[src/rtl/bfa_pkg.sv]
package bfa_pkg;

    localparam int ID_W       = 8;
    localparam int TYPE_W     = 8;
    localparam int SIZE_W     = 16;
    localparam int AREA_IDX_W = 3;
    localparam int CFG_IDX_W  = 3;
    localparam int MAX_AREAS  = 8;

    localparam logic [1:0] OP_ADD    = 2'd0;
    localparam logic [1:0] OP_REMOVE = 2'd1;
    localparam logic [1:0] OP_LOOKUP = 2'd2;

    localparam logic [CFG_IDX_W-1:0] CFG_MANAGER_ID = 3'd0;

    localparam logic STATUS_OK   = 1'b0;
    localparam logic STATUS_FAIL = 1'b1;

    localparam logic [TYPE_W-1:0] EMPTY_TYPE = 8'hFF;

    typedef enum logic [2:0] {
        ST_IDLE,
        ST_AREA,
        ST_MEMBER,
        ST_REMOVE,
        ST_LOOKUP,
        ST_DONE
    } state_t;

    // Results of the shared compare unit for the table entry under the scan index.
    typedef struct packed {
        logic owner_eq;
        logic member_eq;
        logic member_empty;
        logic fits;
        logic better;
    } cmp_res_t;

endpackage

[src/rtl/bfa_cmp_unit.sv]
module bfa_cmp_unit (
    input  logic [bfa_pkg::ID_W-1:0]   client_id,
    input  logic [bfa_pkg::ID_W-1:0]   owner,
    input  logic [bfa_pkg::ID_W-1:0]   member,
    input  logic                       area_usable,
    input  logic [bfa_pkg::SIZE_W-1:0] area_size,
    input  logic [bfa_pkg::SIZE_W-1:0] needed_size,
    input  logic [bfa_pkg::SIZE_W-1:0] best_size,
    input  logic                       have_best,
    output bfa_pkg::cmp_res_t          res
);
    import bfa_pkg::*;

    always_comb begin
        res.owner_eq     = (owner == client_id);
        res.member_eq    = (member == client_id);
        res.member_empty = (member == '0);
        // A free area that is big enough; on equal sizes the earlier index stays.
        res.fits         = area_usable && (owner == '0) && (area_size >= needed_size);
        res.better       = !have_best || (best_size > area_size);
    end

endmodule

[src/rtl/best_fit_area_allocator.sv]
// Best-fit message area allocator with a member table.
// Input channel (s_*): one word carries an operation (add, remove, lookup), an
// agent id, an agent type and a needed size. Result channel (m_*): one word per
// input word with status, area index and found flag.
// Configuration: cfg_we writes cfg_wdata into register cfg_index (0 manager id,
// 1 to 7 area sizes). Write only while no word is in flight.
// Sequencing: an add makes one pass over the area table, then a member pass
// that stops at the first empty slot; id zero, a duplicate id or no fitting
// area ends after the area pass. Remove makes one full pass and lookup stops
// at the first owned area, one table entry per cycle through the shared
// compare unit. The result becomes valid in the same cycle as the sequencer
// is ready again.
// s_ready is high only while the sequencer is idle, so one word is worked on at
// a time. A finished result sits in the output register; the next input word
// is taken while it waits, and the sequencer holds its own result until the
// output register is free. With m_ready held low the block stops after that.
// Reset frees all areas, empties the member table, sets the manager id to 1
// and all area sizes to 0.
module best_fit_area_allocator #(
    parameter int NUM_AREAS = 8
) (
    input  logic                          aclk,
    input  logic                          aresetn,
    input  logic                          cfg_we,
    input  logic [bfa_pkg::CFG_IDX_W-1:0] cfg_index,
    input  logic [bfa_pkg::SIZE_W-1:0]    cfg_wdata,
    input  logic                          s_valid,
    output logic                          s_ready,
    input  logic [1:0]                    s_operation,
    input  logic [bfa_pkg::ID_W-1:0]      s_client_id,
    input  logic [bfa_pkg::TYPE_W-1:0]    s_agent_type,
    input  logic [bfa_pkg::SIZE_W-1:0]    s_needed_size,
    output logic                          m_valid,
    input  logic                          m_ready,
    output logic                          m_status,
    output logic [bfa_pkg::AREA_IDX_W-1:0] m_area_index,
    output logic                          m_found
);
    import bfa_pkg::*;

    localparam int IDX_W = $clog2(NUM_AREAS);
    localparam logic [IDX_W-1:0] LAST_IDX = IDX_W'(NUM_AREAS - 1);

    state_t state_reg, state_next;

    logic [ID_W-1:0]   manager_id_reg;
    logic [SIZE_W-1:0] area_size_reg [MAX_AREAS];
    logic [ID_W-1:0]   area_owner_reg [NUM_AREAS];
    logic [ID_W-1:0]   member_id_reg [NUM_AREAS];
    logic [TYPE_W-1:0] member_type_reg [NUM_AREAS];

    logic [1:0]        op_reg;
    logic [ID_W-1:0]   id_reg;
    logic [TYPE_W-1:0] type_reg;
    logic [SIZE_W-1:0] need_reg;

    logic [IDX_W-1:0]  idx_reg, idx_next;
    logic              dup_reg, dup_next;
    logic              have_reg, have_next;
    logic [IDX_W-1:0]  best_reg, best_next;
    logic [SIZE_W-1:0] best_size_reg, best_size_next;

    logic                  res_status_reg, res_status_next;
    logic [AREA_IDX_W-1:0] res_index_reg, res_index_next;
    logic                  res_found_reg, res_found_next;

    logic                  m_valid_reg;
    logic                  m_status_reg;
    logic [AREA_IDX_W-1:0] m_area_index_reg;
    logic                  m_found_reg;

    logic accept;
    logic last;
    logic out_free;
    logic load_out;
    logic [ID_W-1:0]   owner_rd;
    logic [SIZE_W-1:0] size_rd;
    cmp_res_t          cmp;

    logic owner_claim;
    logic owner_clear;
    logic member_fill;
    logic member_clear;

    assign s_ready  = (state_reg == ST_IDLE);
    assign accept   = s_valid && s_ready;
    assign last     = (idx_reg == LAST_IDX);
    assign out_free = !m_valid_reg || m_ready;
    assign load_out = (state_reg == ST_DONE) && out_free;

    assign owner_rd = (idx_reg == '0) ? manager_id_reg : area_owner_reg[idx_reg];
    assign size_rd  = area_size_reg[AREA_IDX_W'(idx_reg)];

    bfa_cmp_unit u_cmp (
        .client_id   (id_reg),
        .owner       (owner_rd),
        .member      (member_id_reg[idx_reg]),
        .area_usable (idx_reg != '0),
        .area_size   (size_rd),
        .needed_size (need_reg),
        .best_size   (best_size_reg),
        .have_best   (have_reg),
        .res         (cmp)
    );

    // Next state.
    always_comb begin
        state_next = state_reg;
        unique case (state_reg)
            ST_IDLE: begin
                if (accept) begin
                    case (s_operation)
                        OP_ADD:    state_next = ST_AREA;
                        OP_REMOVE: state_next = ST_REMOVE;
                        OP_LOOKUP: state_next = ST_LOOKUP;
                        default:   state_next = ST_DONE;
                    endcase
                end
            end
            ST_AREA: begin
                if (last) begin
                    state_next = (dup_next || !have_next) ? ST_DONE : ST_MEMBER;
                end
            end
            ST_MEMBER: begin
                if (cmp.member_empty || last) begin
                    state_next = ST_DONE;
                end
            end
            ST_REMOVE: begin
                if (last) begin
                    state_next = ST_DONE;
                end
            end
            ST_LOOKUP: begin
                if ((cmp.owner_eq && id_reg != '0) || last) begin
                    state_next = ST_DONE;
                end
            end
            ST_DONE: begin
                if (out_free) begin
                    state_next = ST_IDLE;
                end
            end
            default: state_next = ST_IDLE;
        endcase
    end

    // Scan bookkeeping, table write enables and the pending result.
    always_comb begin
        idx_next        = idx_reg + IDX_W'(1);
        dup_next        = dup_reg;
        have_next       = have_reg;
        best_next       = best_reg;
        best_size_next  = best_size_reg;
        res_status_next = res_status_reg;
        res_index_next  = res_index_reg;
        res_found_next  = res_found_reg;
        owner_claim     = 1'b0;
        owner_clear     = 1'b0;
        member_fill     = 1'b0;
        member_clear    = 1'b0;
        unique case (state_reg)
            ST_IDLE: begin
                idx_next        = '0;
                dup_next        = (s_client_id == '0);
                have_next       = 1'b0;
                res_status_next = STATUS_FAIL;
                res_index_next  = '0;
                res_found_next  = 1'b0;
            end
            ST_AREA: begin
                if (cmp.owner_eq && id_reg != '0) begin
                    dup_next = 1'b1;
                end
                if (cmp.fits && cmp.better) begin
                    have_next      = 1'b1;
                    best_next      = idx_reg;
                    best_size_next = size_rd;
                end
                if (last) begin
                    idx_next = '0;
                end
            end
            ST_MEMBER: begin
                // The chosen area is claimed on the first member cycle.
                owner_claim     = (idx_reg == '0);
                res_index_next  = AREA_IDX_W'(best_reg);
                res_found_next  = 1'b1;
                if (cmp.member_empty) begin
                    member_fill     = 1'b1;
                    res_status_next = STATUS_OK;
                end else begin
                    res_status_next = STATUS_FAIL;
                end
            end
            ST_REMOVE: begin
                owner_clear     = cmp.owner_eq && (idx_reg != '0);
                member_clear    = cmp.member_eq;
                res_status_next = STATUS_OK;
            end
            ST_LOOKUP: begin
                if (cmp.owner_eq && id_reg != '0) begin
                    res_status_next = STATUS_OK;
                    res_index_next  = AREA_IDX_W'(idx_reg);
                    res_found_next  = 1'b1;
                end
            end
            ST_DONE: begin
                idx_next = idx_reg;
            end
            default: begin
                idx_next = idx_reg;
            end
        endcase
    end

    always_ff @(posedge aclk) begin
        if (!aresetn) begin
            state_reg      <= ST_IDLE;
            m_valid_reg    <= 1'b0;
            manager_id_reg <= ID_W'(1);
            for (int i = 0; i < MAX_AREAS; i++) begin
                area_size_reg[i] <= '0;
            end
            for (int i = 0; i < NUM_AREAS; i++) begin
                area_owner_reg[i]  <= '0;
                member_id_reg[i]   <= '0;
                member_type_reg[i] <= EMPTY_TYPE;
            end
        end else begin
            state_reg <= state_next;

            if (load_out) begin
                m_valid_reg <= 1'b1;
            end else if (m_ready) begin
                m_valid_reg <= 1'b0;
            end

            if (cfg_we) begin
                if (cfg_index == CFG_MANAGER_ID) begin
                    manager_id_reg <= cfg_wdata[ID_W-1:0];
                end else begin
                    area_size_reg[cfg_index] <= cfg_wdata;
                end
            end

            if (owner_claim) begin
                area_owner_reg[best_reg] <= id_reg;
            end else if (owner_clear) begin
                area_owner_reg[idx_reg] <= '0;
            end

            if (member_fill) begin
                member_id_reg[idx_reg]   <= id_reg;
                member_type_reg[idx_reg] <= type_reg;
            end else if (member_clear) begin
                member_id_reg[idx_reg]   <= '0;
                member_type_reg[idx_reg] <= EMPTY_TYPE;
            end
        end
    end

    always_ff @(posedge aclk) begin
        if (accept) begin
            op_reg   <= s_operation;
            id_reg   <= s_client_id;
            type_reg <= s_agent_type;
            need_reg <= s_needed_size;
        end
        idx_reg        <= idx_next;
        dup_reg        <= dup_next;
        have_reg       <= have_next;
        best_reg       <= best_next;
        best_size_reg  <= best_size_next;
        res_status_reg <= res_status_next;
        res_index_reg  <= res_index_next;
        res_found_reg  <= res_found_next;
        if (load_out) begin
            m_status_reg     <= res_status_reg;
            m_area_index_reg <= res_index_reg;
            m_found_reg      <= res_found_reg;
        end
    end

    assign m_valid      = m_valid_reg;
    assign m_status     = m_status_reg;
    assign m_area_index = m_area_index_reg;
    assign m_found      = m_found_reg;

    // The member pass only runs for a fresh id that found a fitting area.
    a_member_pass: assert property (@(posedge aclk) disable iff (!aresetn)
        (state_reg == ST_MEMBER) |-> (have_reg && !dup_reg && op_reg == OP_ADD))
        else $error("member pass entered without a claimable area");

    // Area zero belongs to the manager and is never stored or claimed.
    a_area0_free: assert property (@(posedge aclk) disable iff (!aresetn)
        area_owner_reg[0] == '0)
        else $error("area zero was written");

    // The best area is never area zero.
    a_best_nonzero: assert property (@(posedge aclk) disable iff (!aresetn)
        have_reg |-> (best_reg != '0))
        else $error("best-fit choice points at area zero");

    // A result without a found area reports index zero.
    a_index_zero: assert property (@(posedge aclk) disable iff (!aresetn)
        (m_valid && !m_found) |-> (m_area_index == '0))
        else $error("area index set on a miss");

    // An accepted word always starts the sequencer.
    a_leave_idle: assert property (@(posedge aclk) disable iff (!aresetn)
        accept |=> (state_reg != ST_IDLE))
        else $error("sequencer stayed idle after accepting a word");

endmodule

[config.mk]
export PLATFORM = sky130hd
export DESIGN_NAME = best_fit_area_allocator
export DESIGN_NICKNAME = d
export VERILOG_FILES = /design/src/rtl/bfa_pkg.sv /design/src/rtl/bfa_cmp_unit.sv /design/src/rtl/best_fit_area_allocator.sv
export SDC_FILE = /design/constraint.sdc
export NUM_CORES = 1
export LEC_CHECK = 0
export BUFFER_PORTS_ARGS = -buffer_cell sky130_fd_sc_hd__buf_2
export CAP_MARGIN = 20
export CORE_ASPECT_RATIO = 1.5
export CORE_MARGIN = 10
export CORE_UTILIZATION = 50
export DETAILED_ROUTE_END_ITERATION = 10
export PLACE_DENSITY_LB_ADDON = 0.2
export REMOVE_ABC_BUFFERS = 1
export SYNTH_ARGS = -nofsm -noshare
export SYNTH_HDL_FRONTEND = slang
export SYNTH_SLANG_ARGS = --single-unit
[constraint.sdc]
create_clock -name aclk -period 7.6 [get_ports aclk]
set_input_delay 0 -clock aclk [delete_from_list [all_inputs] [get_ports aclk]]
set_output_delay 0 -clock aclk [all_outputs]
set_load 0.005 [all_outputs]
# After elaboration in Yosys (flattened, before gate mapping)
# Memories as Yosys holds them, arrays and structs flattened. A register that Yosys moved wholly into a read port is not among the register bits.
# Cells that the tools add are included.
# op_classes
add_sub_neg	1
n_lt_le_gt_ge	2
n_eq_ne	17
muxes	65
bitwise_logic	1
n_reduce_logical	38
# op_table
op	n
$mux W3	16
$mux W8	5
$mux W1	35
$pmux W3 S3	3
$logic_not A8 Y1	3
$reduce_or A8 Y1	3
$pmux W3 S6	1
$eq A8 B8 Y1	2
$ge A16 B16 Y1	1
$gt A16 B16 Y1	1
$mux W16	1
$reduce_or A16 Y1	1
$ne A2 B2 Y1 const B	6
$eq A3 B3 Y1 const B	3
$logic_not A3 Y1	3
$reduce_bool A3 Y1	3
$reduce_and A2 Y1	4
$reduce_bool A8 Y1	1
$logic_and A1 B1 Y1	7
$eq A3 B2 Y1 const B	2
$reduce_and A6 Y1	1
$logic_or A1 B1 Y1	5
$pmux W1 S2	2
$pmux W1 S4	1
12 further kinds	14
# totals
register_bits	70
ramBits	256
in_bits	58
output_inout_bits	7
wordCells	143
n_memories	3
# memory_table
name	depth	width	read_ports	rd_clocked_by_memory_dff	wr	line_no	text
area_size_reg	8	16	1	1	8	best_fit_area_allocator.sv:47	logic [SIZE_W-1:0] area_size_reg [MAX_AREAS];
area_owner_reg	8	8	1	1	8	best_fit_area_allocator.sv:48	logic [ID_W-1:0] area_owner_reg [NUM_AREAS];
member_id_reg	8	8	1	1	8	best_fit_area_allocator.sv:49	logic [ID_W-1:0] member_id_reg [NUM_AREAS];

# Logic depth before layout (Yosys ltp)
# Gate-level depths: netlist of run 1.
# logic_depth
depth_word	13
mapped_depth	18
ltp_nobuf	13

# Cells and area by module
# A second synthesis of run 1 with hierarchy kept.
# unflattened
hier_cells	1075
area_unflattened_um2	15100.7
# by_module_without_submodules
module	n_inst	cells_each	area_each_um2	seq_area_each_um2
best_fit_area_allocator	1	933	14079.8	9709.3
bfa_cmp_unit	1	142	1021.0	0.0

# Worst setup path after synthesis of run 1
# Ideal clock, no wire load.
# synth_path
path_type	register to register
startpoint	reg (tool-made name)
endpoint	reg best_reg[0] (enable)
setup_ns	0.407
t_arrival_ns	4.727
slack_ns	2.466
path_stages_with_launch	16
n_path_buf	5
period_less_slack_ns	5.134
cell_sequence	dfxtp_1 > buf_6 > buf_12 > buf_12 > buf_2 > buf_1 > mux4_2 > mux2i_1 > inv_1 > ha_1 > nand4_1 > a2111oi_0 > a221oi_1 > a211o_1 > a41o_1 > a41oi_1
# synth_rtl
element	line_no	text
end signal: assignment	best_fit_area_allocator.sv:274	best_reg <= best_next;
end: declaration	best_fit_area_allocator.sv:60	logic [IDX_W-1:0] best_reg, best_next;

==> results of run 1 <==
[through the flow]
stage / worst slack (ns) / cells / utilization, % / instance area [um2] / hold WS (ns)
after detailed placement: 2.279 / 1548 / 53.00 / 16400 / 0.1784
after CTS: 2.244 / 1663 / 57.92 / 17920 / 0.08367
after global placement: 2.415 / 1547 / 52.96 / 16390 / 0.1779
after floorplan: 1.425 / 1063 / - / 15410 / 0.07183
final: 2.574 / 1666 / 58.07 / 17970 / 0.1153
after global routing: 2.120 / 1666 / 58.07 / 17970 / 0.1178
[power by group through the flow]
stage / logic (mW) / registers (mW) / clock network, mW
floorplan: 0.858 / 2.40 / 0
global placement: 1.28 / 2.37 / 0
detailed placement: 1.30 / 2.38 / 0
CTS: 1.34 / 2.34 / 1.48
global route: 1.46 / 2.36 / 1.55
finish: 1.33 / 2.34 / 1.46
[layout by cell type (no fill, tap or decap), types with 19 or more instances in the layout]
cell / n
dlygate4sd3_1: 60
nand2_1: 53
xnor2_1: 19
clkbuf_16: 31
nor2_1: 104
inv_1: 47
edfxtp_1: 312
buf_2: 56
mux4_2: 49
ha_1: 35
mux2i_1: 32
and2_1: 183
buf_4: 23
a21oi_1: 27
[metal layers]
metal  wire length, um  up-vias
li1                  -     4319
met1             13160     4608
met2             20150      191
met3              1311       80
met4              1209        0
met5                 0        -
[cell families (layout without fill, tap and decap cells)]
family                   count (synthesis)  after routing  share of synthesized area (%)
AO/OA/AOI/OAI                           90             90                          4.020
XOR/XNOR                                22             22                          1.233
adder cells (fa/ha/maj)                 35             35                          2.803
buffers and inverters                   93            245                          2.859
flip-flops                             329            329                          62.14
multiplexers                            98             98                          11.88
other                                    1             16                        0.02400
AND/OR/NAND/NOR                        426            426                          15.04
[synthesized netlist by cell type, types with 3 or more instances]
cell,number
a21oi_1,27
dfxtp_1,17
nand4_1,9
nand3_1,5
o21ai_0,14
a22oi_1,3
nand2b_1,11
a211oi_1,3
nor2b_1,12
buf_2,4
xnor2_1,19
nor3_1,16
o21a_1,8
ha_1,35
o311ai_0,3
a41oi_1,4
nand2_4,6
clkbuf_1,27
buf_1,4
xor2_1,3
and3_1,3
nor4_1,8
inv_1,47
a21o_1,7
nor2_1,104
mux4_2,49
edfxtp_1,312
buf_6,7
mux2i_1,32
and2_1,183
nand2_1,53
mux4_1,16
[final cells by class]
class                           instances  area [um2]
Clock buffer                           35       769.5
Clock inverter                         21       162.7
Fill cell                            2459       12970
Inverter                               47       176.4
Multi-Input combinational cell        687        5532
Sequential cell                       329        9718
Tap cell                              405       506.7
Timing Repair Buffer                  142        1101
[worst max-delay path: stages, from the launching register on]
cell and delay (ns):
dfxtp_4 0.62, buf_4 0.53, mux4_1 0.66, or4_1 0.57, a2111o_1 0.40, a21oi_2 0.42, a21oi_2 0.13, a31oi_1 0.21
dlygate4sd3_1 0.58, o41ai_1 0.06, and2_1 0.17, dlygate4sd3_1 0.54
[how the worst max path moves through the flow]
stage          cells past startpoint  slack, ns                end
5_1_grt                           14       2.12       state_reg[0]
3_5_place_dp                      11       2.28        best_reg[0]
6_report                          11       2.57       state_reg[1]
4_1_cts                           11       2.24  best_size_reg[10]
2_1_floorplan                     10       1.43        best_reg[0]
3_3_place_gp                      11       2.41        best_reg[0]
==> metrics, run 1 <==
post-layout min period slightly above 5 ns; status finished clean; die outline height about 240 um; Int Pwr around 3.6 mW; reg-to-reg endpoint state_reg[1]; max_cap viols 0; P_leak ~6.6 nW; # hold bufs at CTS 59; DRT Pass-1 Iters 5; Worst Reg2Reg Path Length in Cells 11; ant diodes 0; Clock transition at path regs approximately 0.070 ns; Core Region approximately 31,000 um2; CP Max Fanout 29; DRC violations left 0; Hold Path Stages 2; max_slew headroom 31.57%; largest net degree at the start of global routing 47; met2 Usage GRT 35.41%; vias per cell approximately 5.5; die area 38,860 um2; CP arrival about 5.5 ns; Synth Area per Inst between 10 and 15 um2; clock skew just over 0.04 ns; H-tree depth 1; vias in the first global route approximately 9.7k; PortBufs 56; CP required ~8.1 ns; first-pass GRT wire length between 50,000 and 60,000 um; Largest register FFs 128; CTS tree done; width of the die around 160 um; pwr/cell area around 290 nW/um2; post-cts sizing count 0; initial antenna violation count 0; GR met3 Demand/Resource 2.379%; Startpoint Class flop; dominant cells by area after synthesis edfxtp_1 60%, and2_1 7.3%, mux4_2 7.1%; Sequential Power Share 45.6%; routed wire length ~36,000 um; Ports 65; initial drt markers 645; switch share roughly 30%; GRT overflow 0; GP Congestion 0.8543; std cell rows 79; Max Slew Vio Count 0; Crit. End Element flop; Synth Register Bits 329; reg2reg setup slack between 2 and 3 ns; layout cells sized above 1 15.86%; Synth Cell Area between 15,000 and 20,000 um2; Initial Util 50.50%; synth-to-layout area growth 14.99%; CTS Root Buffer Type clkbuf_16; post-CTS setup buffers 0; ANT nets after route 0; Max Buffers Root-to-Sink 3; Slew @ Worst Pin a little over 1 ns; Main synth FF type edfxtp_1; Fin. Hold Viols 0; library cells used by synthesis 64; DR vias approximately 9.2k; most used routing layer met2; Final setup viols 0; Worst Hold Class in -> reg; Achievable Freq about 200 MHz; yosys warns 0; Hold Path Sink need_reg[3]; sequential element share of the synthesized area about 62%; combinational share of power around a quarter; final HPWL from detailed placement roughly 24,000 um; Yosys top cell area share ~60%; Peak VDD IR between 0.2 and 0.25 mV; net load switching power approximately 1.6 mW; clock buffer count from CTS 30; Clk network pwr share between 20% and 30%; Crit Path Class reg -> reg; asr flop ratio synth 0%; period utilization 66.13%; Tot Pwr 5.125 mW; met1 Track Usage GR between 20% and 30%; hold_sp s_needed_size[3]; latest clock arrival within the worst-skew pair ~0.6 ns; Cells after Synth 1,094; Total Routing Usage GR between 10% and 20%; Routed WL per cell 21.51 um; CTS Sinks ~330; unrepaired setup endpoints after global routing false; Post-synth EDFFs between 300 and 400; Final #Nets approximately 1.3k; setup TNS 0 ns; most area-hungry cell type in the Yosys netlist edfxtp_1
Power figures use the tool's default switching activity.
==> inputs of run 2 (changes only) <==
- clock period: 7.6 -> 5.2 ns (I/O delays scaled with it)
==> metrics, run 2 (same netlist as run 1, synthesis figures left out) <==
CP Max Fanout 27 (was 29); Final setup viols 0 (unchanged); ANT nets after route 0 (unchanged); Largest register FFs 128 (unchanged); worst path bufs/invs 3 (unchanged); first-pass GRT wire length 55,180 um (was 55,550 um); Sequential Power Share 45.8% (was 45.6%); std cell rows 79 (unchanged); routed wire length 35,720 um (was 35,830 um); Worst Hold Class in -> reg (unchanged); hold_sp cfg_index[2] (was s_needed_size[3]); Crit Path Class reg -> reg (unchanged); reg2reg setup slack 0.38 ns (was 2.57 ns); CP Cell Sequence buf_4 -> mux4_1 -> or4_1 -> a2111o_1 -> a21oi_2 -> a21oi_2 -> a31oi_1 -> dlygate4sd3_1 -> o41ai_1 -> and2_1 -> dlygate4sd3_1 (unchanged); commonest non-fill, non-tap cell in the layout edfxtp_1 (unchanged); die outline height 236.5 um (unchanged); max_cap viols 0 (unchanged); latest clock arrival within the worst-skew pair 0.57 ns (was 0.59 ns); GP Congestion 0.8374 (was 0.8543); Peak VDD IR 0.4262 mV (was 0.2090 mV); Worst Reg2Reg Path Length in Cells 11 (unchanged); DR vias 9,168 (was 9,198); Max Slew Vio Count 0 (unchanged); Max Buffers Root-to-Sink 3 (unchanged); Ports 65 (unchanged); H-tree depth 1 (unchanged); Clock transition at path regs 0.07 ns (about the same); Routed WL per cell 21.39 um (was 21.51 um); # hold bufs at CTS 56 (was 59); CTS Sinks 329 (unchanged); period utilization 92.63% (was 66.13%); cell family with most CP delay buffers and inverters (unchanged); Hold Path Stages 4 (was 2); Fin Hold WS 0.03050 ns (was 0.1153 ns); CP required 5.66 ns (was 8.08 ns); Int Pwr 5.305 mW (was 3.565 mW); Finished Layout Cells 1,670 (was 1,666); vias in the first global route 9,837 (was 9,744); dpl cells 1,555 (was 1,548); Max stage delay on crit path 0.73 ns (was 0.66 ns); status finished clean (unchanged); DRC violations left 0 (unchanged); reg-to-reg endpoint state_reg[1] (unchanged); Startpoint Class flop (unchanged); initial drt markers 626 (was 645); post-layout min period 4.817 ns (was 5.026 ns); PortBufs 56 (unchanged); DRT Pass-1 Iters 9 (was 5); P_leak 6.673 nW (was 6.639 nW); CTS tree done (unchanged); max_slew headroom 27.27% (was 31.57%); pwr/cell area 421.5 nW/um2 (was 285.3 nW/um2); synth-to-layout area growth 15.43% (was 14.99%); die area 38,860 um2 (unchanged); Core Region 30,940 um2 (unchanged); Achievable Freq 207.6 MHz (was 199.0 MHz); commonest cells after routing, fill and taps aside 312 x edfxtp_1, 183 x and2_1, 104 x nor2_1 (unchanged); Hold Path Sink manager_id_reg[4] (was need_reg[3]); switch share 30.21% (was 30.44%); Fin. Hold Viols 0 (unchanged); CTS Root Buffer Type clkbuf_16 (unchanged); unrepaired setup endpoints after global routing false (unchanged); Slew @ Worst Pin 1.091 ns (was 1.027 ns); initial antenna violation count 1 (was 0); net load switching power 2.297 mW (was 1.560 mW); final HPWL from detailed placement 24,420 um (was 24,330 um); clock skew 0.01639 ns (was 0.04158 ns); vias per cell 5.490 (was 5.521); GRT overflow 0 (unchanged); post-CTS setup buffers 0 (unchanged); largest net degree at the start of global routing 47 (unchanged); combinational share of power 24.8% (was 25.9%); layout cells sized above 1 16.93% (was 15.86%); clock buffer count from CTS 31 (was 30); Final #Nets 1,333 (was 1,330); CP arrival 5.28 ns (was 5.51 ns); Clk network pwr share 29.5% (was 28.5%); Crit. End Element flop (unchanged); slowest CP cell dfxtp_4 (was mux4_1); post-cts sizing count 0 (unchanged); Total Routing Usage GR 18.54% (was 18.60%); Initial Util 50.50% (unchanged); width of the die 164.3 um (unchanged)
==> run 2: worst max-delay path by stage <==
stage | endpoint | slack [ns] | cells past startpoint
2_1_floorplan | best_reg[0] | -0.97 | 10
3_3_place_gp | member_id_reg[7][3] | 0.85 | 9
3_5_place_dp | area_owner_reg[0][0] | 0.72 | 10
4_1_cts | state_reg[1] | 0.36 | 11
5_1_grt | state_reg[1] | 0.15 | 15
6_report | state_reg[1] | 0.38 | 11
==> run 2: final cells by class <==
| class | count | area (um2) |
|---|---|---|
| fill | 2421 | 12900 |
| sequential | 329 | 9718 |
| multi-input combinational | 687 | 5532 |
| timing repair buffer | 144 | 1097 |
| clock buffer | 33 | 783.3 |
| tap | 405 | 506.7 |
| clock inverter | 24 | 219.0 |
| inverter | 47 | 176.4 |
| antenna | 1 | 2.502 |
==> run 2: metal layers <==
| layer | wire (um) | global-route usage [%] | vias up |
|---|---|---|---|
| li1 | - | - | 4317 |
| met1 | 12680 | 19.24 | 4591 |
| met2 | 20780 | 36.76 | 200 |
| met3 | 1276 | 2.015 | 60 |
| met4 | 978 | 6.272 | 0 |
| met5 | 0 | 0 | - |
==> run 2: power by group through the flow <==
stage	clock network, mW	logic (mW)	registers, mW
floorplan	0	1.25	3.51
global placement	0	1.83	3.54
detailed placement	0	1.86	3.55
CTS	2.28	1.90	3.49
global route	2.39	2.07	3.52
finish	2.24	1.88	3.48
==> run 2: worst register-to-register path: cells and delay by family (launching register included) <==
family	cells	cell delay (ns)
buffers and inverters	3	1.46
AOI/OAI and AO/OA	5	1.16
and+or+nand+nor	2	0.74
DFF	1	0.73
muxes	1	0.62
==> run 2: metrics by stage <==
step / utilization (%) / setup TNS [ns] / power (mW) / instance area, um2 / worst slack, ns
6_report: 58.29 / 0 / 7.602 / 18030 / 0.3830
5_1_grt: 58.29 / 0 / 7.980 / 18030 / 0.1511
3_3_place_gp: 53.17 / 0 / 5.365 / 16450 / 0.8533
4_1_cts: 58.26 / 0 / 7.669 / 18020 / 0.3608
3_5_place_dp: 53.21 / 0 / 5.402 / 16460 / 0.7164
2_1_floorplan: - / -23.94 / 4.767 / 15410 / -0.9746
